## config.mk

```make
export PLATFORM = sky130hd
export DESIGN_NAME = bit_mangle_dry_wet_mixer
export DESIGN_NICKNAME = d
export VERILOG_FILES = /design/src/hw/rtl/bmdw_pkg.sv /design/src/hw/rtl/bit_mangle_dry_wet_mixer.sv
export SDC_FILE = /design/constraint.sdc
export NUM_CORES = 1
export LEC_CHECK = 0
export BUFFER_PORTS_ARGS = -buffer_cell sky130_fd_sc_hd__buf_2
export CAP_MARGIN = 20
export CORE_ASPECT_RATIO = 1.2
export CORE_MARGIN = 2
export CORE_UTILIZATION = 55
export DETAILED_ROUTE_END_ITERATION = 10
export PLACE_DENSITY = 0.78
export SYNTH_ARGS = -nofsm -noshare
export SYNTH_HDL_FRONTEND = slang
export SYNTH_SLANG_ARGS = --single-unit
```

## constraint.sdc

```tcl
create_clock -name clock -period 6.9 [get_ports clock]
set_input_delay 0.345 -clock clock [delete_from_list [all_inputs] [get_ports clock]]
set_output_delay 0.345 -clock clock [all_outputs]
set_load 0.1 [all_outputs]
```

## src/hw/rtl/bmdw_pkg.sv

```systemverilog
// ----------------------------------------------------------------------------
// bmdw_pkg
// Shared types, register indexes, mangle codes and divide constants for the
// bit mangle dry/wet mixer.
// ----------------------------------------------------------------------------
`default_nettype none

package bmdw_pkg;

   // Payload and register widths
   localparam int SAMPLE_W = 16;
   localparam int MODE_W   = 4;
   localparam int AMOUNT_W = 7;
   localparam int INDEX_W  = 2;
   localparam int WDATA_W  = 8;

   typedef logic signed [SAMPLE_W-1:0] sample_type;
   typedef logic [MODE_W-1:0]          mode_type;
   typedef logic [AMOUNT_W-1:0]        amount_type;
   typedef logic [INDEX_W-1:0]         index_type;
   typedef logic [WDATA_W-1:0]         wdata_type;

   // Register indexes
   localparam index_type REG_MANGLE_MODE = 2'd0;
   localparam index_type REG_WET_AMOUNT  = 2'd1;

   // Mangle codes
   localparam mode_type MODE_PASS      = 4'd0;
   localparam mode_type MODE_MASK_100F = 4'd1;
   localparam mode_type MODE_MASK_0FFF = 4'd2;
   localparam mode_type MODE_MASK_07FF = 4'd3;
   localparam mode_type MODE_SHL1      = 4'd4;
   localparam mode_type MODE_SHL2      = 4'd5;
   localparam mode_type MODE_SHL3      = 4'd6;
   localparam mode_type MODE_SHL5      = 4'd7;
   localparam mode_type MODE_SHL7      = 4'd8;
   localparam mode_type MODE_INVERT    = 4'd9;
   localparam mode_type MODE_MASK_F000 = 4'd10;
   localparam mode_type MODE_MASK_E7FF = 4'd11;
   localparam mode_type MODE_MASK_0087 = 4'd12;
   localparam mode_type MODE_MASK_F7FF = 4'd13;
   localparam mode_type MODE_MASK_9009 = 4'd14;
   localparam mode_type MODE_PASS_ALT  = 4'd15;

   // Mix scale and products
   localparam amount_type MIX_SCALE = 7'd127;
   localparam int PROD_W = 24;                 // |x*amt| < 2^22, signed
   typedef logic signed [PROD_W-1:0] prod_type;

   // Magnitude of the blended sum: at most 32768*127
   localparam int MAG_W = 22;
   typedef logic [MAG_W-1:0] mag_type;
   localparam mag_type MAG_MAX = 22'd4161536;

   // Divide by 127: q = (a * RECIP) >> RECIP_SHIFT, exact for a < 2^23
   localparam int RECIP_W     = 24;
   localparam int RECIP_SHIFT = 30;
   localparam logic [RECIP_W-1:0] RECIP = 24'd8454661;
   localparam int QPROD_W = MAG_W + RECIP_W;
   typedef logic [QPROD_W-1:0] qprod_type;

   // Mangled copy of a sample
   function automatic sample_type mangle(input sample_type x, input mode_type mode);
      sample_type r;
      r = x;
      unique case (mode)
         MODE_MASK_100F: r = x & 16'h100F;
         MODE_MASK_0FFF: r = x & 16'h0FFF;
         MODE_MASK_07FF: r = x & 16'h07FF;
         MODE_SHL1:      r = x << 1;
         MODE_SHL2:      r = x << 2;
         MODE_SHL3:      r = x << 3;
         MODE_SHL5:      r = x << 5;
         MODE_SHL7:      r = x << 7;
         MODE_INVERT:    r = ~x;
         MODE_MASK_F000: r = x & 16'hF000;
         MODE_MASK_E7FF: r = x & 16'hE7FF;
         MODE_MASK_0087: r = x & 16'h0087;
         MODE_MASK_F7FF: r = x & 16'hF7FF;
         MODE_MASK_9009: r = x & 16'h9009;
         default:        r = x;
      endcase
      return r;
   endfunction

endpackage

`default_nettype wire

```

## src/hw/rtl/bit_mangle_dry_wet_mixer.sv

```systemverilog
// An accepted item reaches rsp_ after six register stages (mangle, two
// multipliers, add, magnitude, reciprocal multiply, sign restore); one
// item per cycle while rsp_stall is low.
// A bubble in the pipe is filled even while the output is stalled.
// Reset (synchronous, active high) empties the pipe and clears
// mangle_mode and wet_amount to 0.
// ----------------------------------------------------------------------------
// bit_mangle_dry_wet_mixer
// Builds a mangled copy of each signed 16-bit sample and blends it with the
// original, dividing by 127 with truncation toward zero.
// ----------------------------------------------------------------------------
`default_nettype none

module bit_mangle_dry_wet_mixer (
   input  wire                  clock,
   input  wire                  reset,
   // item input
   input  wire                  req_valid,
   output logic                 req_stall,
   input  wire bmdw_pkg::sample_type req_sample_in,
   input  wire                  req_block_last_in,
   // item output
   output logic                 rsp_valid,
   input  wire                  rsp_stall,
   output bmdw_pkg::sample_type rsp_sample_out,
   output logic                 rsp_block_last_out,
   // register writes
   input  wire                  csr_valid,
   output logic                 csr_ready,
   input  wire bmdw_pkg::index_type csr_index,
   input  wire bmdw_pkg::wdata_type csr_wdata
);
   import bmdw_pkg::*;

   // Configuration registers
   mode_type   mode_ff;
   amount_type amount_ff;

   // Stage registers
   logic       s1_vld_ff, s2_vld_ff, s3_vld_ff, s4_vld_ff, s5_vld_ff, s6_vld_ff;
   logic       s1_pass_ff, s2_pass_ff, s3_pass_ff, s4_pass_ff, s5_pass_ff;
   logic       s1_last_ff, s2_last_ff, s3_last_ff, s4_last_ff, s5_last_ff, s6_last_ff;
   sample_type s1_dry_ff, s2_dry_ff, s3_dry_ff, s4_dry_ff, s5_dry_ff;
   sample_type s1_wet_ff;
   amount_type s1_amt_ff;
   prod_type   s2_pw_ff, s2_pd_ff;
   prod_type   s3_sum_ff;
   logic       s4_neg_ff, s5_neg_ff;
   mag_type    s4_mag_ff;
   sample_type s5_quot_ff;
   sample_type s6_out_ff;

   // Next values
   logic       s1_pass_in;
   sample_type s1_wet_in;
   prod_type   s2_pw_in, s2_pd_in;
   prod_type   s3_sum_in;
   prod_type   s4_abs_in;
   mag_type    s4_mag_in;
   qprod_type  s5_qprod_in;
   sample_type s5_quot_in;
   sample_type s6_out_in;
   amount_type dry_amt;

   // Per-stage advance: a stage loads when empty or when its successor moves
   logic go1, go2, go3, go4, go5, go6;

   assign go6 = !s6_vld_ff || !rsp_stall;
   assign go5 = !s5_vld_ff || go6;
   assign go4 = !s4_vld_ff || go5;
   assign go3 = !s3_vld_ff || go4;
   assign go2 = !s2_vld_ff || go3;
   assign go1 = !s1_vld_ff || go2;

   assign req_stall = !go1;
   assign csr_ready = 1'b1;

   // Register writes
   always_ff @(posedge clock) begin
      if (reset) begin
         mode_ff   <= MODE_PASS;
         amount_ff <= '0;
      end else if (csr_valid && csr_ready) begin
         unique case (csr_index)
            REG_MANGLE_MODE: mode_ff   <= csr_wdata[MODE_W-1:0];
            REG_WET_AMOUNT:  amount_ff <= csr_wdata[AMOUNT_W-1:0];
            default: ;
         endcase
      end
   end

   // Datapath next values
   always_comb begin
      // stage 1: mangle
      s1_pass_in = (mode_ff == MODE_PASS) || (mode_ff == MODE_PASS_ALT);
      s1_wet_in  = mangle(req_sample_in, mode_ff);
      // stage 2: weight both paths
      dry_amt    = MIX_SCALE - s1_amt_ff;
      s2_pw_in   = prod_type'(s1_wet_ff) * prod_type'($signed({1'b0, s1_amt_ff}));
      s2_pd_in   = prod_type'(s1_dry_ff) * prod_type'($signed({1'b0, dry_amt}));
      // stage 3: blend
      s3_sum_in  = s2_pw_ff + s2_pd_ff;
      // stage 4: magnitude for truncating divide
      s4_abs_in  = s3_sum_ff[PROD_W-1] ? -s3_sum_ff : s3_sum_ff;
      s4_mag_in  = s4_abs_in[MAG_W-1:0];
      // stage 5: multiply by reciprocal of 127
      s5_qprod_in = qprod_type'(s4_mag_ff) * qprod_type'(RECIP);
      s5_quot_in  = s5_qprod_in[RECIP_SHIFT +: SAMPLE_W];
      // stage 6: restore sign or pass the dry sample
      if (s5_pass_ff) begin
         s6_out_in = s5_dry_ff;
      end else if (s5_neg_ff) begin
         s6_out_in = -s5_quot_ff;
      end else begin
         s6_out_in = s5_quot_ff;
      end
   end

   // Valid bits
   always_ff @(posedge clock) begin
      if (reset) begin
         s1_vld_ff <= 1'b0;
         s2_vld_ff <= 1'b0;
         s3_vld_ff <= 1'b0;
         s4_vld_ff <= 1'b0;
         s5_vld_ff <= 1'b0;
         s6_vld_ff <= 1'b0;
      end else begin
         if (go1) s1_vld_ff <= req_valid;
         if (go2) s2_vld_ff <= s1_vld_ff;
         if (go3) s3_vld_ff <= s2_vld_ff;
         if (go4) s4_vld_ff <= s3_vld_ff;
         if (go5) s5_vld_ff <= s4_vld_ff;
         if (go6) s6_vld_ff <= s5_vld_ff;
      end
   end

   // Payload registers
   always_ff @(posedge clock) begin
      if (go1) begin
         s1_pass_ff <= s1_pass_in;
         s1_last_ff <= req_block_last_in;
         s1_dry_ff  <= req_sample_in;
         s1_wet_ff  <= s1_wet_in;
         s1_amt_ff  <= amount_ff;
      end
      if (go2) begin
         s2_pass_ff <= s1_pass_ff;
         s2_last_ff <= s1_last_ff;
         s2_dry_ff  <= s1_dry_ff;
         s2_pw_ff   <= s2_pw_in;
         s2_pd_ff   <= s2_pd_in;
      end
      if (go3) begin
         s3_pass_ff <= s2_pass_ff;
         s3_last_ff <= s2_last_ff;
         s3_dry_ff  <= s2_dry_ff;
         s3_sum_ff  <= s3_sum_in;
      end
      if (go4) begin
         s4_pass_ff <= s3_pass_ff;
         s4_last_ff <= s3_last_ff;
         s4_dry_ff  <= s3_dry_ff;
         s4_neg_ff  <= s3_sum_ff[PROD_W-1];
         s4_mag_ff  <= s4_mag_in;
      end
      if (go5) begin
         s5_pass_ff <= s4_pass_ff;
         s5_last_ff <= s4_last_ff;
         s5_dry_ff  <= s4_dry_ff;
         s5_neg_ff  <= s4_neg_ff;
         s5_quot_ff <= s5_quot_in;
      end
      if (go6) begin
         s6_last_ff <= s5_last_ff;
         s6_out_ff  <= s6_out_in;
      end
   end

   assign rsp_valid          = s6_vld_ff;
   assign rsp_sample_out     = s6_out_ff;
   assign rsp_block_last_out = s6_last_ff;

   // Checks
   // an accepted item always lands in stage 1
   a_accept_lands: assert property (@(posedge clock) disable iff (reset)
      (req_valid && !req_stall) |=> s1_vld_ff)
      else $error("accepted item lost at stage 1");

   // input back-pressure only when the output side is blocked
   a_stall_source: assert property (@(posedge clock) disable iff (reset)
      req_stall |-> (rsp_valid && rsp_stall))
      else $error("input stalled without output back-pressure");

   // blended magnitude stays within 32768*127
   a_mag_bound: assert property (@(posedge clock) disable iff (reset)
      s4_vld_ff |-> (s4_mag_ff <= MAG_MAX))
      else $error("blend magnitude out of range");

   // a positive quotient never reaches 32768
   a_quot_bound: assert property (@(posedge clock) disable iff (reset)
      (s5_vld_ff && !s5_neg_ff && !s5_pass_ff) |-> !s5_quot_ff[SAMPLE_W-1])
      else $error("positive quotient overflow");

endmodule

`default_nettype wire

```

==> metrics.txt <==
status finished, final reports clean; Critical Path Max Stage Delay 1060 ps; Post-synth EDFFs 241; Ports 52; Synth top area share 0.314; routed wire length 47,200 microns; RSZ-0062 raised after global routing false; most used cell along the critical path fa_1; # Post-CTS Setup Buffers 0; max cap viols 0; Starting DRT DRC Count 804; Clk Tree Root Cell clkbuf_16; post-synth net total 2,696; grt ovf 0; sequential share of the synthesized area 0.329; Post-synth top flop edfxtp_1; post-synthesis cell area 23,000 sq um; Clock Sinks 258; crit-path max FO 25; Critical-path top delay cell edfxtp_1; TritonCTS buffer count 28; setup TNS 0 ps; layout cell share with drive strength beyond 1 0.0625; ys async rst share 0; clock tree buffer depth 3; element type at the critical path end flip-flop; critical path class flip-flop to flip-flop; DIE WIDTH 191 microns; die area 43,500 sq um; global-route usage over all layers 0.224; Critical Path AT 6170 ps; count leader, synth inv_1; Core Footprint 41,600 sq um; synthesized area per cell 10.6 sq um; Netlist cell types 81; first-pass GRT wire length 78,900 microns; layout net count 2,739; Setup WS pre-CTS 1110 ps; vias in the first global route 16,607; Max Slew Vio Count 0; Setup WS post-layout 1050 ps; largest delay contributor family on the critical path adder cells; Req. time, crit path 7220 ps; worst slew pin tran 1200 ps; # H-tree levels 1; Synth Register Bits 258; Initial Util 0.554; top post-synthesis cells by area edfxtp_1 (31%), fa_1 (18%), ha_1 (15%), inv_1 (5.9%), xnor2_1 (2.7%); port bufs 49; Die Y 228 microns; Skew-Pair Late Insertion Delay 580 ps; via/cell ratio 5.59; Final period util 0.848; dpl hpwl 36,600 microns; Layout area overhead 7.92%; # rows 82; Post-DRT Antenna Nets 0; # setup viols final 0; Max Clock Freq 171 MHz; post-layout min period 5850 ps; Clock Skews 37.8 ps; Layout Cells excl Fill 2,787; Ys Warns 0; ant diodes 0; Placed Instances 2,729; Reg clk slew, reported paths 60 ps; Final Hold Viols 0; vias 15,580; critical path launch point type flip-flop; initial antenna violation count 0; cells along the critical path buf_4, nor2b_1, fa_1, inv_1, fa_1, inv_1, fa_1, fa_1, ha_1, o21a_1, o31ai_1, a21o_1, o311a_1, o31ai_2, o21ai_1, nor2b_1, xnor2_1; Initial DRT Pass Iterations 5; synth cell count leaders inv_1 (363), ha_1 (285), edfxtp_1 (241), fa_1 (203), nand2_1 (138); drt drc 0; DR WL/cell 16.9 microns; CP Buf/Inv Count 3; CTS tree built; Mapped Cells 2,176; RePlAce Congestion 0.915; area leader, netlist edfxtp_1; largest net degree at the start of global routing 61; Min-Delay Path Class primary input to flip-flop; Rel. slew slack 0.198
-- per-stage QoR --
stage | hold WS (ps) | util | area, sq um
final | 15.7 | 0.598 | 24900
after global routing | 13.8 | 0.598 | 24900
after CTS | 3.05 | 0.598 | 24800
after detailed placement | 405 | 0.574 | 23900
after global placement | 401 | 0.574 | 23900
after floorplan | 400 | - | 23000
-- worst reg2reg max path, cell delays in order, from the launching register on --
cell and delay, ps:
edfxtp_1 1060, buf_4 350, nor2b_1 90, fa_1 550, inv_1 60, fa_1 530, inv_1 50, fa_1 510
fa_1 430, ha_1 360, o21a_1 170, o31ai_1 130, a21o_1 190, o311a_1 380, o31ai_2 350, o21ai_1 110
nor2b_1 150, xnor2_1 120
-- cell families (layout without fill, tap and decap cells) --
logic type	after synthesis	count (layout)	share of synthesized area
AND/OR/NAND/NOR	545	545	0.123
adder cells (fa/ha/maj)	488	488	0.331
buffers and inverters	419	484	0.0684
AO/OA/AOI/OAI	336	336	0.0962
flip-flops	258	258	0.329
XOR/XNOR	107	107	0.0407
multiplexers	22	22	0.0115
other	1	1	0.000163
-- final cells by class --
type                       instances  area [sq um]
clock inverter                    21           218
inverter                         364          1370
fill                            3379         16700
multi-input combinational       1499         13900
timing repair buffer              68           413
tap                              546           683
sequential                       258          7580
clock buffer                      31           712
-- placed cells by master, fill, tap and decap left out, types with 5 or more instances in the layout --
cell       count
nand3_1       19
a21o_1        36
and2_1        82
or3_1          8
o21ai_1       13
nand2b_1      45
and3_1        16
clkinv_1       5
nor3_1        22
o31ai_1       10
a221oi_1       6
dfxtp_1       16
inv_1        363
nand4_1        5
edfxtp_1     241
buf_4         13
nor4_1         7
clkbuf_16     28
ha_1         285
mux2i_1       14
nor2b_1       89
nor2_1        89
fa_1         203
a211oi_1      11
mux2_2         5
o21a_1        16
o21ai_0       71
nand2_1      137
a21oi_1       88
buf_2         49
o211ai_1       6
xor2_1        35
clkinv_2       8
xnor2_1       72
a31oi_1       10
-- sequential cells by signal, summed over array words and instances, names as in the netlist, 4 cells and up --
signal	count
s1_amt_ff	7
s3_sum_ff	23
s2_pd_ff	24
amount_ff	7
s4_dry_ff	16
s3_dry_ff	16
s2_pw_ff	24
s1_wet_ff	16
mode_ff	4
s1_dry_ff	16
s2_dry_ff	16
s4_mag_ff	22
rsp_sample_out	16
s5_dry_ff	16
s5_quot_ff	16
-- worst paths after layout --
path,cells after the start,slack [ps],to,from
worst min register to register,0,410,s4_dry_ff[3],s3_dry_ff[3]
worst max register to register,17,1050,s2_pd_ff[19],s1_amt_ff[2]
worst min-delay path,3,20,amount_ff[4],csr_wdata[4]
worst max-delay path,17,1050,s2_pd_ff[19],s1_amt_ff[2]
-- layer usage --
layer / routed length (microns) / up-vias / part of all wire / GRT usage
met1: 18300 / 7673 / 0.39 / 0.255
met5: 0 / - / 0 / 0
met4: 2200 / 0 / 0.047 / 0.107
li1: - / 7408 / - / -
met3: 1970 / 114 / 0.042 / 0.0248
met2: 24800 / 385 / 0.52 / 0.412
-- repair_timing --
action / 4_1_cts / 5_1_grt
hold buffers: 4 / 0
resized for setup: 0 / 0
endpoints found under the hold margin: 4 / 0
Power is not shown: default switching activity piles up to over one toggle a cycle in this logic, so the estimate is an artifact.
